<file path="src/longest_valid_paren_run_core_macros.svh">
// Assertion macros shared by the longest valid paren run core.
// Depends on nothing; included by the modules that carry assertions.
`ifndef LONGEST_VALID_PAREN_RUN_CORE_MACROS_SVH
`define LONGEST_VALID_PAREN_RUN_CORE_MACROS_SVH

// The consequent must hold in the same cycle as the antecedent.
`define LVPR_ASSERT_SAME(label, clk, rstn, ante, cons, msg) \
    label: assert property (@(posedge clk) disable iff (!(rstn)) (ante) |-> (cons)) \
        else $error(msg);

// The consequent must hold in the cycle after the antecedent.
`define LVPR_ASSERT_NEXT(label, clk, rstn, ante, cons, msg) \
    label: assert property (@(posedge clk) disable iff (!(rstn)) (ante) |=> (cons)) \
        else $error(msg);

`endif

</file>
<file path="src/lvpr_pkg.sv">
// Package for the longest valid paren run core: sizes, symbol codes and types.
// Depends on nothing; used by every module of the core.
`default_nettype none
package lvpr_pkg;

    localparam int STACK_DEPTH = 1024;
    localparam int POS_WIDTH   = 16;
    localparam int CNT_WIDTH   = $clog2(STACK_DEPTH + 1);
    localparam int ADDR_WIDTH  = $clog2(STACK_DEPTH);
    localparam int OUT_WIDTH   = 16;

    localparam logic [7:0] SYM_OPEN  = 8'd40;
    localparam logic [7:0] SYM_CLOSE = 8'd41;

    typedef logic [POS_WIDTH-1:0] pos_t;
    typedef logic [CNT_WIDTH-1:0] cnt_t;
    typedef logic [ADDR_WIDTH-1:0] addr_t;
    typedef logic [OUT_WIDTH-1:0] out_field_t;

    localparam pos_t POS_LIMIT = {POS_WIDTH{1'b1}};
    localparam cnt_t CNT_FULL  = CNT_WIDTH'(STACK_DEPTH);

    typedef struct packed {
        logic is_open;
        pos_t pos;
    } entry_t;

    typedef struct packed {
        logic   push;
        logic   pop;
        logic   clear;
        entry_t entry;
    } stack_cmd_t;

    typedef struct packed {
        cnt_t   count;
        entry_t top;
        entry_t second;
    } stack_stat_t;

    function automatic out_field_t to_out_field(input pos_t value);
        logic [47:0] wide;
        wide = 48'(value);
        return wide[OUT_WIDTH-1:0];
    endfunction

endpackage
`default_nettype wire

</file>
<file path="src/lvpr_tracker.sv">
// Match logic: decides push or pop per byte, tracks position, the longest run
// and overflow, and holds the result register. Depends on lvpr_pkg.
`default_nettype none
module lvpr_tracker
    import lvpr_pkg::*;
(
    input  wire logic        aclk,
    input  wire logic        aresetn,
    input  wire logic        s_tvalid,
    output logic             s_tready,
    input  wire logic [7:0]  s_tdata,
    input  wire logic        s_tlast,
    output logic             m_tvalid,
    input  wire logic        m_tready,
    output logic [31:0]      m_tdata,
    output logic             m_tuser,
    input  wire stack_stat_t stat,
    output stack_cmd_t       cmd
);

    pos_t pos_reg;
    pos_t pos_next;
    pos_t long_start_reg;
    pos_t long_start_next;
    pos_t long_len_reg;
    pos_t long_len_next;
    logic ovf_reg;
    logic ovf_next;
    logic m_valid_reg;
    logic m_valid_next;
    logic [31:0] m_data_reg;
    logic m_ovf_reg;

    logic accept;
    logic pos_full;
    logic is_open;
    logic is_close;
    logic top_open;
    logic stack_full;
    logic want_push;
    logic do_pop;
    pos_t run_start;
    pos_t run_len;

    assign s_tready = !m_valid_reg || m_tready || !s_tlast;
    assign accept   = s_tvalid && s_tready;

    assign pos_full   = pos_reg == POS_LIMIT;
    assign is_open    = s_tdata == SYM_OPEN;
    assign is_close   = s_tdata == SYM_CLOSE;
    assign top_open   = (stat.count != '0) && stat.top.is_open;
    assign stack_full = stat.count == CNT_FULL;

    assign do_pop    = accept && !pos_full && is_close && top_open;
    assign want_push = accept && !pos_full && (is_open || (is_close && !top_open));

    assign run_start = (stat.count == cnt_t'(1)) ? '0 : stat.second.pos + pos_t'(1);
    assign run_len   = pos_reg + pos_t'(1) - run_start;

    always_comb begin
        cmd.push         = want_push && !stack_full;
        cmd.pop          = do_pop;
        cmd.clear        = accept && s_tlast;
        cmd.entry.is_open = is_open;
        cmd.entry.pos    = pos_reg;
    end

    always_comb begin
        pos_next        = pos_reg;
        long_start_next = long_start_reg;
        long_len_next   = long_len_reg;
        ovf_next        = ovf_reg;
        if (accept) begin
            if (pos_full) begin
                ovf_next = 1'b1;
            end else begin
                pos_next = pos_reg + pos_t'(1);
                if (want_push && stack_full) begin
                    ovf_next = 1'b1;
                end
                if (do_pop && (run_len >= long_len_reg)) begin
                    long_start_next = run_start;
                    long_len_next   = run_len;
                end
            end
        end
    end

    always_comb begin
        m_valid_next = m_valid_reg && !m_tready;
        if (accept && s_tlast) begin
            m_valid_next = 1'b1;
        end
    end

    always_ff @(posedge aclk) begin
        if (!aresetn) begin
            pos_reg        <= '0;
            long_start_reg <= '0;
            long_len_reg   <= '0;
            ovf_reg        <= 1'b0;
            m_valid_reg    <= 1'b0;
        end else begin
            m_valid_reg <= m_valid_next;
            if (accept && s_tlast) begin
                pos_reg        <= '0;
                long_start_reg <= '0;
                long_len_reg   <= '0;
                ovf_reg        <= 1'b0;
            end else begin
                pos_reg        <= pos_next;
                long_start_reg <= long_start_next;
                long_len_reg   <= long_len_next;
                ovf_reg        <= ovf_next;
            end
        end
    end

    always_ff @(posedge aclk) begin
        if (accept && s_tlast) begin
            m_data_reg <= {to_out_field(long_len_next), to_out_field(long_start_next)};
            m_ovf_reg  <= ovf_next;
        end
    end

    assign m_tvalid = m_valid_reg;
    assign m_tdata  = m_data_reg;
    assign m_tuser  = m_ovf_reg;

endmodule
`default_nettype wire

</file>
<file path="config.mk">
export PLATFORM = sky130hd
export DESIGN_NAME = lvpr_tracker
export DESIGN_NICKNAME = d
export VERILOG_FILES = /design/src/longest_valid_paren_run_core_macros.svh /design/src/lvpr_pkg.sv /design/src/lvpr_tracker.sv
export SDC_FILE = /design/constraint.sdc
export NUM_CORES = 1
export LEC_CHECK = 0
export ABC_AREA = 0
export BUFFER_PORTS_ARGS = -buffer_cell sky130_fd_sc_hd__buf_2
export CORE_ASPECT_RATIO = 1.2
export CORE_UTILIZATION = 45
export CTS_BUF_LIST = sky130_fd_sc_hd__clkbuf_2
export DETAILED_ROUTE_END_ITERATION = 12
export HOLD_SLACK_MARGIN = 0.08
export PLACE_DENSITY_LB_ADDON = 0.25
export SYNTH_ARGS = -nofsm -noshare
export SYNTH_HDL_FRONTEND = slang
export SYNTH_SLANG_ARGS = --single-unit
</file>
<file path="constraint.sdc">
create_clock -name aclk -period 5.2 [get_ports aclk]
set_input_delay 0.26 -clock aclk [delete_from_list [all_inputs] [get_ports aclk]]
set_output_delay 0.26 -clock aclk [all_outputs]
set_load 0.01 [all_outputs]
</file>
==> results of run 1 <==
-- per-stage QoR --
stage | instance area (um2) | setup slack, ns
after floorplan | 4940 | 0.597
after global placement | 5560 | 0.336
after detailed placement | 5560 | 0.152
after CTS | 5690 | 0.307
after global routing | 5690 | 0.0483
final | 5690 | 0.330
-- synthesized netlist by cell type, types with 4 or more instances --
cell type                  instances  share of area [%]
sky130_fd_sc_hd__and2_1           19                2.4
sky130_fd_sc_hd__buf_4             4               0.61
sky130_fd_sc_hd__xnor2_1          26                4.6
sky130_fd_sc_hd__nand3_1          16                1.6
sky130_fd_sc_hd__mux2_2            7                1.6
sky130_fd_sc_hd__nor3_1            7               0.71
sky130_fd_sc_hd__nor2_1           37                2.8
sky130_fd_sc_hd__o21ai_0          16                1.6
sky130_fd_sc_hd__a211oi_1          7                1.1
sky130_fd_sc_hd__dfxtp_1          50                 20
sky130_fd_sc_hd__mux2_4            6                1.8
sky130_fd_sc_hd__or2_1             8                1.0
sky130_fd_sc_hd__nand4_1           8                1.0
sky130_fd_sc_hd__a21oi_1          30                3.0
sky130_fd_sc_hd__or2_2            10                1.3
sky130_fd_sc_hd__xor2_1           22                3.9
sky130_fd_sc_hd__and3_1            7               0.89
sky130_fd_sc_hd__nand2b_1         16                2.0
sky130_fd_sc_hd__or3_1             6               0.76
sky130_fd_sc_hd__a21o_1            6               0.91
sky130_fd_sc_hd__clkbuf_1         11               0.84
sky130_fd_sc_hd__edfxtp_1         33                 20
sky130_fd_sc_hd__a31oi_1           4               0.51
sky130_fd_sc_hd__ha_1             33                8.4
sky130_fd_sc_hd__nand2_1          66                5.0
sky130_fd_sc_hd__inv_1            22                1.7
-- kinds of logic (layout without fill, tap and decap cells) --
kind of cell / count (synthesis) / in the layout / share of synthesized area (%)
compound gates: 87 / 87 / 11.5
simple gates: 217 / 217 / 22.6
flops: 83 / 83 / 40.3
xor+xnor: 49 / 49 / 8.83
buf+inv: 42 / 146 / 3.97
fa+ha+maj: 34 / 34 / 8.76
mux: 16 / 16 / 4.10
-- final timing paths --
kind / cells past startpoint / slack (ns) / end / from
worst min register to register: 2 / 0.47 / long_start_reg[11] / long_start_reg[11]
worst min-delay path: 3 / 0.16 / pos_reg[11] / s_tvalid
worst max-delay path: 19 / 0.33 / m_tdata[31] / pos_reg[1]
worst max register to register: 19 / 0.33 / m_tdata[31] / pos_reg[1]
-- worst max-delay path: stages, from the launching register on --
cell                       delay [ns]
sky130_fd_sc_hd__dfxtp_1         0.39
sky130_fd_sc_hd__ha_1            0.21
sky130_fd_sc_hd__and3_4          0.23
sky130_fd_sc_hd__and4_4          0.30
sky130_fd_sc_hd__and4_1          0.24
sky130_fd_sc_hd__xor2_1          0.22
sky130_fd_sc_hd__ha_1            0.37
sky130_fd_sc_hd__nand2_1         0.10
sky130_fd_sc_hd__nor2_1          0.04
sky130_fd_sc_hd__a211oi_1        0.38
sky130_fd_sc_hd__nand3_1         0.15
sky130_fd_sc_hd__xor2_1          0.24
sky130_fd_sc_hd__ha_1            0.29
sky130_fd_sc_hd__a21o_1          0.16
sky130_fd_sc_hd__a221o_1         0.35
sky130_fd_sc_hd__a22oi_1         0.15
sky130_fd_sc_hd__o21ai_1         0.14
sky130_fd_sc_hd__nand2_2         0.12
sky130_fd_sc_hd__buf_12          0.19
sky130_fd_sc_hd__mux2_1          0.36
-- per-layer routing --
metal,part of all wire (%),vias to the layer above,GRT usage (%)
met5,0,-,0
met4,0.43,0,6.06
met3,4.1,2,3.74
met2,50,105,36.6
met1,45,1850,24.4
li1,-,2033,-
-- final cells by class --
class,count,area (um2)
Clock buffer,11,55.1
Clock inverter,5,53.8
Fill cell,996,4920
Inverter,22,82.6
Multi-Input combinational cell,403,2760
Sequential cell,83,1990
Tap cell,129,161
Timing Repair Buffer,108,593
-- power by group --
part	switching [W]	internal (W)	total [W]
clock network	0.000223	0.000112	0.000335
logic	0.000108	0.0000780	0.000186
registers	0.00000282	0.000685	0.000688
==> impl_summary.md, run 1 <==
Placement
The routability congestion estimate is roughly 0.88. Input and output buffers added on the ports amount to 95. The number of cells after detailed placement is 742. After legalization and detailed placement, the total HPWL measured 8630 um.

Finish
The register with the most flip-flops in the layout has 32 of them. In the layout the commonest cells are sky130_fd_sc_hd__buf_2, sky130_fd_sc_hd__nand2_1, sky130_fd_sc_hd__dfxtp_1. The area growth from synthesis to layout is 15.2%. The final instance count without filler cells is 761. For this run, the post-layout net count is 719. The most common cell after layout, fill and taps aside is sky130_fd_sc_hd__buf_2. In the final layout, the share of cells above drive strength 1 is 24.4%.

The number of antenna repair diodes is 0. The core occupancy in the finished layout is 53.6%.

Setup path
The element type at the critical path start is a register. The type of the setup path with the least slack is register to register. STA puts the critical path data required time at 5.51 ns. The top fanout value on the critical path is 27. The arrival time at the worst endpoint is 5.18 ns. The worst setup path is captured at a register.

Synthesis
The number of warnings reported in the yosys synthesis log is 0. A synthesized cell averages 9.37 um2. Yosys mapped a number of flops with a built-in enable equal to 33.

The flip-flop and latch count after synthesis is 83. The post-synth net total is a little over 600. The share of flip-flops with an asynchronous set or reset after synthesis is 0%.

Sequential cells were found to cover 40.3% of the synthesized design area. The number of instances in the synthesized netlist is 528. The mapped netlist covers 0.00494 mm2. The most used flip-flop cell after synthesis is sky130_fd_sc_hd__dfxtp_1. The number of distinct standard cells referenced by the synthesized netlist is 63.

Global route
The number of global-route vias before repair is 3765. Entering global routing, the biggest net connects 35 pins. The remaining global-route overflow is 0. Global routing consumed, over all layers together, 20.1% of the routing resources.

The initial antenna violation count was 0. The global-route wire length before repair is around 18000 um.

Clocking
The clock passes through at most 2 buffers. The clock tree from TritonCTS is done. The number of sinks handled by clock tree synthesis is 83. Clock-pin slew was measured on the worst setup and hold paths at 0.24 ns. The number of buffers inserted by post-CTS setup repair is 0.

The insertion delay of the later-clocked pin in the worst-skew pair is 0.55 ns. CTS built an H-tree with a depth of 3. The number of clock buffers inserted by TritonCTS is 9. The number of buffers inserted by hold repair at cts is 3. Gates resized during post-CTS repair numbered 0. The root buffer cell chosen for the clock tree is sky130_fd_sc_hd__clkbuf_2.

Outcome
The run finished, with violations left. The final reports fail on DRC.

Floorplanning
After floorplanning, the core was sized to cover ~0.011 mm2. The number of ports placed on the die boundary is 113. The initialized floorplan defines 41 standard-cell rows. For this configuration, the core starts out at a cell density of between 40% and 50%.

From bottom edge to top edge, the die measures 117 um. The die covers approximately 0.011 mm2. The floorplan step set the die width to 97.7 um.

Timing
The final setup violation count is 0. The worst path needs 4.87 ns of the cycle, external delays included. Of the available clock period, the critical path in the final layout requires 93.7%.

The count of final hold-check violations is 0. The clock tree skew after final layout is a little over 0.03 ns. At the pin with the least slew margin, the transition time is 0.493 ns. The maximum clock frequency is 205 MHz. The summed negative setup slack over all endpoints is 0 ns. The relative slew slack is between 60 and 70%. The number of slew-limit violations in the final report is 0. The smallest hold slack is 0.160 ns. Setup repair after global routing left no endpoint under its margin.

Routing
The via count normalized by instance count is roughly 5.2. The DRC marker count from the first detailed-route iteration is 190. In the final routed layout, each cell accounts on average for 14.5 um. The via count is around 4000.

For this run, the detailed router's first-pass iteration total came to 8. The number of nets with antenna violations after routing is 0. For this run, design rule violations remaining after detail routing come to 9. The final layout contains routed wiring with a total length of 11000 um.

Pwr
VDD sags by at most 0.116 mV. The total design power is 0.00121 W. For this design the ratio of total power to cell area is approximately 210 mW/mm2. The static leakage power is roughly 2.5 nW.

Min path
In this run the worst hold path is classified as primary input to register.

Flow run
The tool flagged a number of max-cap violations equal to 0.
No activity file was read; power rests on OpenSTA's default activity.
==> run 2, diff against run 1 <==
PLACE_DENSITY = 0.68   (was not set)
PLACE_DENSITY_LB_ADDON = not set   (was 0.25)
==> run 2 against run 1 <==
Compared with the run above: the flow still finishes with violations (DRC); setup slack worse by 0.022 ns; hold slack got worse by 0.022 ns; design area increased by 0.13%; flip-flop and latch count stayed put; sequential power hardly changed; sequential share of layout area about the same; final cell count is 0.26% higher; critical path type unchanged.
==> impl_summary.md, run 2 (synthesis results as in run 1) <==
Routing
The detailed-routing iteration count for the pre-antenna-repair pass came to 9 (was 8). The DRC marker count from the first detailed-route iteration is 161 (was 190). The via count is 3979 (was 3990). The remaining routing DRC violations was 12 (was 9). The mean routed wirelength per cell came to 14.3 um (was 14.5 um). The via count normalized by instance count was 5.21 (was 5.24). The number of nets with antenna violations after routing is 0 (unchanged). The routed wire length is 10900 um (was 11000 um).

Timing
The number of slew-limit violations in the final report is 0 (unchanged). The shortest clock period the worst path allows after layout is 4.89 ns (was 4.87 ns). The count of final hold-check violations was 0 (unchanged). The summed negative setup slack over all endpoints is 0 ns (unchanged). The final setup violation count is 0 (unchanged).

The relative slew slack came to 65.8% (was 66.9%). The clock tree skew after final layout came to 0.0323 ns (was 0.0310 ns). The transition time at the pin with the least slew margin came to 0.512 ns (was 0.493 ns).

The maximum clock frequency is 204 MHz (was 205 MHz). The final setup slack of the worst path is 0.308 ns (was 0.330 ns). The share of the clock period used by the worst path is 94.1% (was 93.7%). Setup repair after global routing missed its margin: no (unchanged).

Finish
The number of nets in the final layout was 720 (was 719). The ratio of cells with drive above 1 in the final layout is 24.8% (was 24.4%). Top library cells by usage in the layout, fill and taps aside: sky130_fd_sc_hd__buf_2, sky130_fd_sc_hd__nand2_1, sky130_fd_sc_hd__dfxtp_1 (unchanged). The filler cell count in the final layout is 997 (was 996).

The relative area change from synthesis to final layout came to 15.3% (was 15.2%). The flip-flop count of the largest register, all copies and words added was 32 (unchanged). The most common cell after layout, fill and taps aside is sky130_fd_sc_hd__buf_2 (unchanged). The final instance count without filler cells was 763 (was 761).

Pwr
The clock share of power was 24.1% (was 27.7%). The static leakage power came to 2.52 nW (was 2.51 nW). The power density over the cells is 202 mW/mm2 (was 212 mW/mm2). The switching power as a share of total power was 28.2% (was 27.6%). The sequential fraction of design power is 59.8% (was 56.9%). The worst supply voltage drop on vdd is 0.118 mV (was 0.116 mV). The internal power contribution is 0.000826 W (was 0.000875 W). The power dissipated by switching net loads is 0.000324 W (was 0.000333 W). The combinational share of power came to 16.1% (was 15.4%).

Outcome
Failing checks: DRC (unchanged). Status: complete, but fails checks (unchanged).

Placement
The number of cells after detailed placement is 743 (was 742). The number of buffers inserted by port buffering was 95 (unchanged). The routability congestion estimate is 0.842 (was 0.880). The HPWL reported at the end of detailed placement is 8500 um (was 8630 um). The worst-case setup slack after placement is 0.176 ns (was 0.152 ns).

Global route
The global-route wire length before repair is 17200 um (was 17900 um). The number of global-route vias before repair was 3601 (was 3765). The initial antenna violation count is 0 (unchanged). The remaining global-route overflow is 0 (unchanged). The total routing resource utilization after global routing came to 19.3% (was 20.1%). The maximum number of pins on one net before global-route repair is 36 (was 35).

Setup path
Crit path cell chain: ha_1, and3_4, and4_4, and4_1, xor2_1, ha_1, nand2_1, nor2_1, a211oi_2, nand3_1, xor2_1, ha_1, a21o_1, a221o_1, a22oi_1, o21ai_2, nand2_2, buf_4, mux2_2, and2_1 (was ha_1, and3_4, and4_4, and4_1, xor2_1, ha_1, nand2_1, nor2_1, a211oi_1, nand3_1, xor2_1, ha_1, a21o_1, a221o_1, a22oi_1, o21ai_1, nand2_2, buf_12, mux2_1). The kind of cell adding the most delay to the critical path is simple AND/OR/NAND/NOR gates (unchanged). The element type at the critical path start was a register (unchanged). The top fanout value on the critical path is 8 (was 27).

The start of the worst register-to-register path is pos_reg[1] (unchanged). The cell at the slowest stage of the critical path is sky130_fd_sc_hd__dfxtp_1 (unchanged). The end point of the critical path is long_len_reg[2] (was m_tdata[31]). The worst reg-to-reg path cell count is 20 (was 19).

The most frequent cell on the critical path is sky130_fd_sc_hd__ha_1 (unchanged). The critical path buffer and inverter count came to 1 (unchanged). The reg-to-reg endpoint is long_len_reg[2] (was m_tdata[31]). The setup slack of the worst register-to-register path is 0.31 ns (was 0.33 ns). The critical path launch point is pos_reg[1] (unchanged). The type of destination of the critical path is a register (unchanged). The delay contributed by the slowest stage of the critical path is 0.46 ns (was 0.39 ns). The required time of the critical path is 5.64 ns (was 5.51 ns).

The type of the setup path with the least slack is register to register (unchanged). The arrival time at the worst endpoint is 5.34 ns (was 5.18 ns). The count of cell instances traversed by the critical path is 20 (was 19).

Min path
The path class of the lowest-slack min-delay path is primary input to register (unchanged). The cell count of the worst hold path is 3 (unchanged).

Clocking
The maximum clock path buffer count is 2 (unchanged). The maximum level of the CTS H-tree was 3 (unchanged). The clock root buffer master is sky130_fd_sc_hd__clkbuf_2 (unchanged).

The insertion delay of the later-clocked pin in the worst-skew pair is 0.54 ns (was 0.55 ns). The clock slew at the register clock pins of the worst setup and hold paths is 0.21 ns (was 0.24 ns). The clock tree from TritonCTS is done (unchanged).

The number of sinks handled by clock tree synthesis is 83 (unchanged). The number of clock buffers inserted by TritonCTS was 9 (unchanged).

Floorplanning
The area inside the core boundary is 0.0106 mm2 (unchanged). The initial core utilization came to 46.6% (unchanged). The number of cell rows is 41 (unchanged). The horizontal die dimension was 97.7 um (unchanged). The number of ports placed on the die boundary came to 113 (unchanged). The die area is 0.0114 mm2 (unchanged). The height of the die was 117 um (unchanged).

Flow run
The total of max-cap violations is 0 (unchanged).
## run 2: worst register-to-register path, delay by kind of cell (launching register included)
family	cells	cell delay, ns
and+or+nand+nor	8	1.31
AOI/OAI and AO/OA	5	1.15
adders and majority gates	3	0.91
DFF	1	0.46
xor gates and xnor gates	2	0.46
muxes	1	0.35
buffers and inverters	1	0.18
## run 2: final cells by class
class | instances | area, um2 | area share, %
multi-input combinational | 403 | 2770 | 48.5
clock buffer | 11 | 55.1 | 0.966
tap | 129 | 161 | 2.83
timing repair buffer | 109 | 613 | 10.8
clock inverter | 5 | 30.0 | 0.527
antenna | 1 | 2.50 | 0.0439
sequential | 83 | 1990 | 34.9
inverter | 22 | 82.6 | 1.45
## run 2: through the flow
step	total power [W]	util (%)	area, um2	hold slack (ns)
2_1_floorplan	0.000816	-	4940	0.407
4_1_cts	0.00117	53.6	5690	0.113
3_5_place_dp	0.000885	52.5	5580	0.452
6_report	0.00115	53.7	5700	0.138
5_1_grt	0.00121	53.7	5700	0.130
3_3_place_gp	0.000879	52.5	5580	0.447
## run 2: worst min path at each step
stage / from / end / slack [ns]
3_3_place_gp: long_start_reg[1] / long_start_reg[1] / 0.45
3_5_place_dp: long_start_reg[14] / long_start_reg[14] / 0.45
5_1_grt: s_tvalid / pos_reg[11] / 0.13
4_1_cts: s_tvalid / pos_reg[11] / 0.11
2_1_floorplan: s_tlast / m_tvalid / 0.41
6_report: s_tvalid / pos_reg[11] / 0.14
## run 2: metal layers
metal  wire length [um]  share of wire, %  global-route usage [%]  vias up
met3                409               3.8                    3.92       15
li1                   -                 -                       -     2046
met5                  0                 0                       0        -
met2               5450                50                    33.9       89
met4                275               2.5                    7.88        0
met1               4740                44                    23.4     1829
## run 2: repair_timing
action | 4_1_cts | 5_1_grt
gates resized for setup | 0 | 2
setup endpoints to repair | 0 | 57
hold buffers | 3 | 0
endpoints found under the hold margin | 2 | 0
setup buffers | 0 | 0
## run 2: power by group through the flow
stage | registers [W] | logic (W) | clock network (W)
finish | 0.000688 | 0.000185 | 0.000277
global route | 0.000690 | 0.000206 | 0.000316
CTS | 0.000688 | 0.000186 | 0.000293
detailed placement | 0.000702 | 0.000184 | 0
global placement | 0.000701 | 0.000178 | 0
floorplan | 0.000708 | 0.000108 | 0
==> run 3, diff against run 2 <==
MAX_ROUTING_LAYER = met4   (was not set)
==> run 3 against run 2 <==
Compared with the run above: the run still ends with DRC left; routed wire length up 0.78%; count of clock-buffer cells in the layout down 1; maximum frequency grew 1.3%; sequential share of layout area shrank 0.27 points; die area did not move; largest power group unchanged; first-iteration DRC count shrank 5.6%; sequential power is essentially flat; setup slack better by 0.062 ns; clock power up 35%; largest cell class unchanged; total power grew 8.2%.
==> impl_summary.md, run 3 (synthesis results as in run 1) <==
Finish
The most common cell after layout, fill and taps aside is sky130_fd_sc_hd__buf_2 (unchanged). The ratio of cells with drive above 1 in the final layout came to 25.0% (was 24.8%). The core occupancy in the finished layout is 54.2% (was 53.7%). Top library cells by usage in the layout, fill and taps aside: sky130_fd_sc_hd__buf_2, sky130_fd_sc_hd__nand2_1, sky130_fd_sc_hd__dfxtp_1 (unchanged). The relative area change from synthesis to final layout is 16.3% (was 15.3%). The flip-flop count of the largest register, all copies and words added was 32 (unchanged). The number of nets in the final layout is 720 (unchanged). The final design area excluding fillers came to 0.00575 mm2 (was 0.00570 mm2).

Clocking
The clock tree from TritonCTS is done (unchanged). The maximum clock path buffer count is 2 (unchanged). The insertion delay of the later-clocked pin in the worst-skew pair was 0.53 ns (was 0.54 ns). The clock slew at the register clock pins of the worst setup and hold paths came to 0.21 ns (about the same). The maximum level of the CTS H-tree is 3 (unchanged). The clock root buffer master is sky130_fd_sc_hd__clkbuf_2 (unchanged).

The number of clock buffers inserted by TritonCTS came to 9 (unchanged). The number of sinks handled by clock tree synthesis is 83 (unchanged). The number of buffers inserted by post-CTS setup repair is 0 (unchanged).

Routing
The number of nets with antenna violations after routing was 0 (unchanged). The detailed-routing iteration count for the pre-antenna-repair pass is 8 (was 9). The mean routed wirelength per cell was 14.4 um (was 14.3 um). The routed wire length was 11000 um (was 10900 um). The via count normalized by instance count was 5.27 (was 5.21). The DRC marker count from the first detailed-route iteration is 152 (was 161). The remaining routing DRC violations is 10 (was 12). The via count is 4019 (was 3979).

Timing
Setup repair after global routing missed its margin: no (unchanged). The maximum clock frequency came to 207 MHz (was 204 MHz). The transition time at the pin with the least slew margin came to 0.496 ns (was 0.512 ns). The count of final hold-check violations is 0 (unchanged). The shortest clock period the worst path allows after layout is 4.83 ns (was 4.89 ns). The clock tree skew after final layout came to 0.0159 ns (was 0.0323 ns). The summed negative setup slack over all endpoints was 0 ns (unchanged). The number of slew-limit violations in the final report was 0 (unchanged). The relative slew slack was 66.7% (was 65.8%). The final setup violation count was 0 (unchanged). The share of the clock period used by the worst path is 92.9% (was 94.1%).

Placement
The post-placement cell area is 0.00558 mm2 (unchanged). The HPWL reported at the end of detailed placement is 8520 um (was 8500 um). The number of buffers inserted by port buffering came to 95 (unchanged). The routability congestion estimate is 0.854 (was 0.842).

Pwr
The worst supply voltage drop on vdd was 0.135 mV (was 0.118 mV). The power density over the cells is 217 mW/mm2 (was 202 mW/mm2). The static leakage power is 2.53 nW (was 2.52 nW).

Setup path
The reg-to-reg endpoint is m_tdata[3] (was long_len_reg[2]). The worst reg-to-reg path cell count was 22 (was 20). The type of destination of the critical path is a register (unchanged). The start of the worst register-to-register path is pos_reg[1] (unchanged). The top fanout value on the critical path came to 21 (was 8).

The arrival time at the worst endpoint came to 5.14 ns (was 5.34 ns). The type of the setup path with the least slack is register to register (unchanged). The setup slack of the worst register-to-register path is 0.37 ns (was 0.31 ns). The element type at the critical path start is a register (unchanged). The required time of the critical path is 5.51 ns (was 5.64 ns).

Global route
The total routing resource utilization after global routing came to 20.4% (was 19.3%). The number of global-route vias before repair came to 3779 (was 3601). The maximum number of pins on one net before global-route repair came to 36 (unchanged). The global-route wire length before repair is 17600 um (was 17200 um).

The initial antenna violation count came to 0 (unchanged). The remaining global-route overflow is 0 (unchanged).

Floorplanning
The area inside the core boundary is 0.0106 mm2 (unchanged). The number of ports placed on the die boundary was 113 (unchanged). The initial core utilization was 46.6% (unchanged). The die area is 0.0114 mm2 (unchanged).

The horizontal die dimension is 97.7 um (unchanged). The number of cell rows came to 41 (unchanged). The height of the die was 117 um (unchanged).

Min path
The worst hold endpoint is pos_reg[11] (unchanged). The origin of the worst min-delay path is s_tvalid (unchanged). The cell count of the worst hold path is 3 (unchanged).

The path class of the lowest-slack min-delay path is primary input to register (unchanged).

Outcome
Failing checks: DRC (unchanged). Status: complete, but fails checks (unchanged).

Flow run
The total of max-cap violations is 0 (unchanged).
run 3: changes by cell type in the layout (fill, tap and decap cells not counted):
cell,before,now
sky130_fd_sc_hd__bufinv_16,0,2
sky130_fd_sc_hd__clkbuf_2,11,10
sky130_fd_sc_hd__clkinv_1,1,2
sky130_fd_sc_hd__clkinv_2,2,1
sky130_fd_sc_hd__clkinv_4,1,0
sky130_fd_sc_hd__dfxtp_1,50,49
sky130_fd_sc_hd__dfxtp_2,0,1
sky130_fd_sc_hd__ha_1,33,32
sky130_fd_sc_hd__ha_2,0,1
run 3: layout make-up:
type,count,area [um2]
clock inverters,6,80.1
fillers,987,4870
well taps,129,161
multi-input cells,403,2770
flip-flops and latches,83,1990
diodes,1,2.50
clock buffers,10,50.0
inverters,22,82.6
repair buffers,109,613
run 3: worst max-delay path, stage by stage, from the launching register on:
cell and delay [ns]:
sky130_fd_sc_hd__dfxtp_2 0.41, sky130_fd_sc_hd__ha_1 0.23, sky130_fd_sc_hd__and3_4 0.23, sky130_fd_sc_hd__and4_4 0.29, sky130_fd_sc_hd__and4_1 0.25, sky130_fd_sc_hd__xor2_1 0.21
sky130_fd_sc_hd__ha_2 0.36, sky130_fd_sc_hd__nand4_1 0.14, sky130_fd_sc_hd__a211oi_1 0.06, sky130_fd_sc_hd__a31oi_1 0.24, sky130_fd_sc_hd__nand4_1 0.14, sky130_fd_sc_hd__a31oi_1 0.32
sky130_fd_sc_hd__xnor2_2 0.14, sky130_fd_sc_hd__ha_1 0.31, sky130_fd_sc_hd__and3_1 0.17, sky130_fd_sc_hd__a41oi_1 0.14, sky130_fd_sc_hd__o21ai_2 0.25, sky130_fd_sc_hd__nand2_2 0.11
sky130_fd_sc_hd__buf_12 0.17, sky130_fd_sc_hd__buf_12 0.15, sky130_fd_sc_hd__buf_4 0.15, sky130_fd_sc_hd__nand2_1 0.08, sky130_fd_sc_hd__nand2_1 0.05
run 3: repair_timing:
item,CTS,global route
gates resized for setup,0,4
hold buffers,3,0
setup endpoints to repair,0,57
hold endpoints to repair,2,0
run 3: per-stage QoR:
stage	hold slack, ns	std cells	worst slack (ns)	power, W
6_report	0.136	763	0.370	0.00125
3_5_place_dp	0.452	743	0.132	0.000885
3_3_place_gp	0.447	743	0.168	0.000879
2_1_floorplan	0.407	528	0.597	0.000816
4_1_cts	0.0980	762	0.184	0.00126
5_1_grt	0.162	762	0.0724	0.00131
run 3: how the worst max path moves through the flow:
stage | startpoint | endpoint | slack, ns | cells after the start
finish | pos_reg[1] | m_tdata[3] | 0.37 | 22
global route | pos_reg[1] | long_start_reg[3] | 0.07 | 22
CTS | pos_reg[1] | m_tdata[3] | 0.18 | 22
detailed placement | stat[38] | m_tdata[22] | 0.13 | 20
global placement | stat[38] | m_tdata[19] | 0.17 | 20
floorplan | pos_reg[0] | m_tdata[31] | 0.60 | 22
run 3: metal layers:
layer,share of wire [%],wire (um),global-route usage (%)
met3,3.5,389,3.27
met1,44,4810,24.1
met5,0,0,-
met4,2.5,278,8.28
met2,50,5480,35.0
run 3: power by group:
part           total (W)  internal (W)  leakage (nW)  switching (W)
sequential      0.000688      0.000685         0.732     0.00000315
combinational   0.000184     0.0000767          1.72       0.000108
clock           0.000373      0.000157        0.0770       0.000216
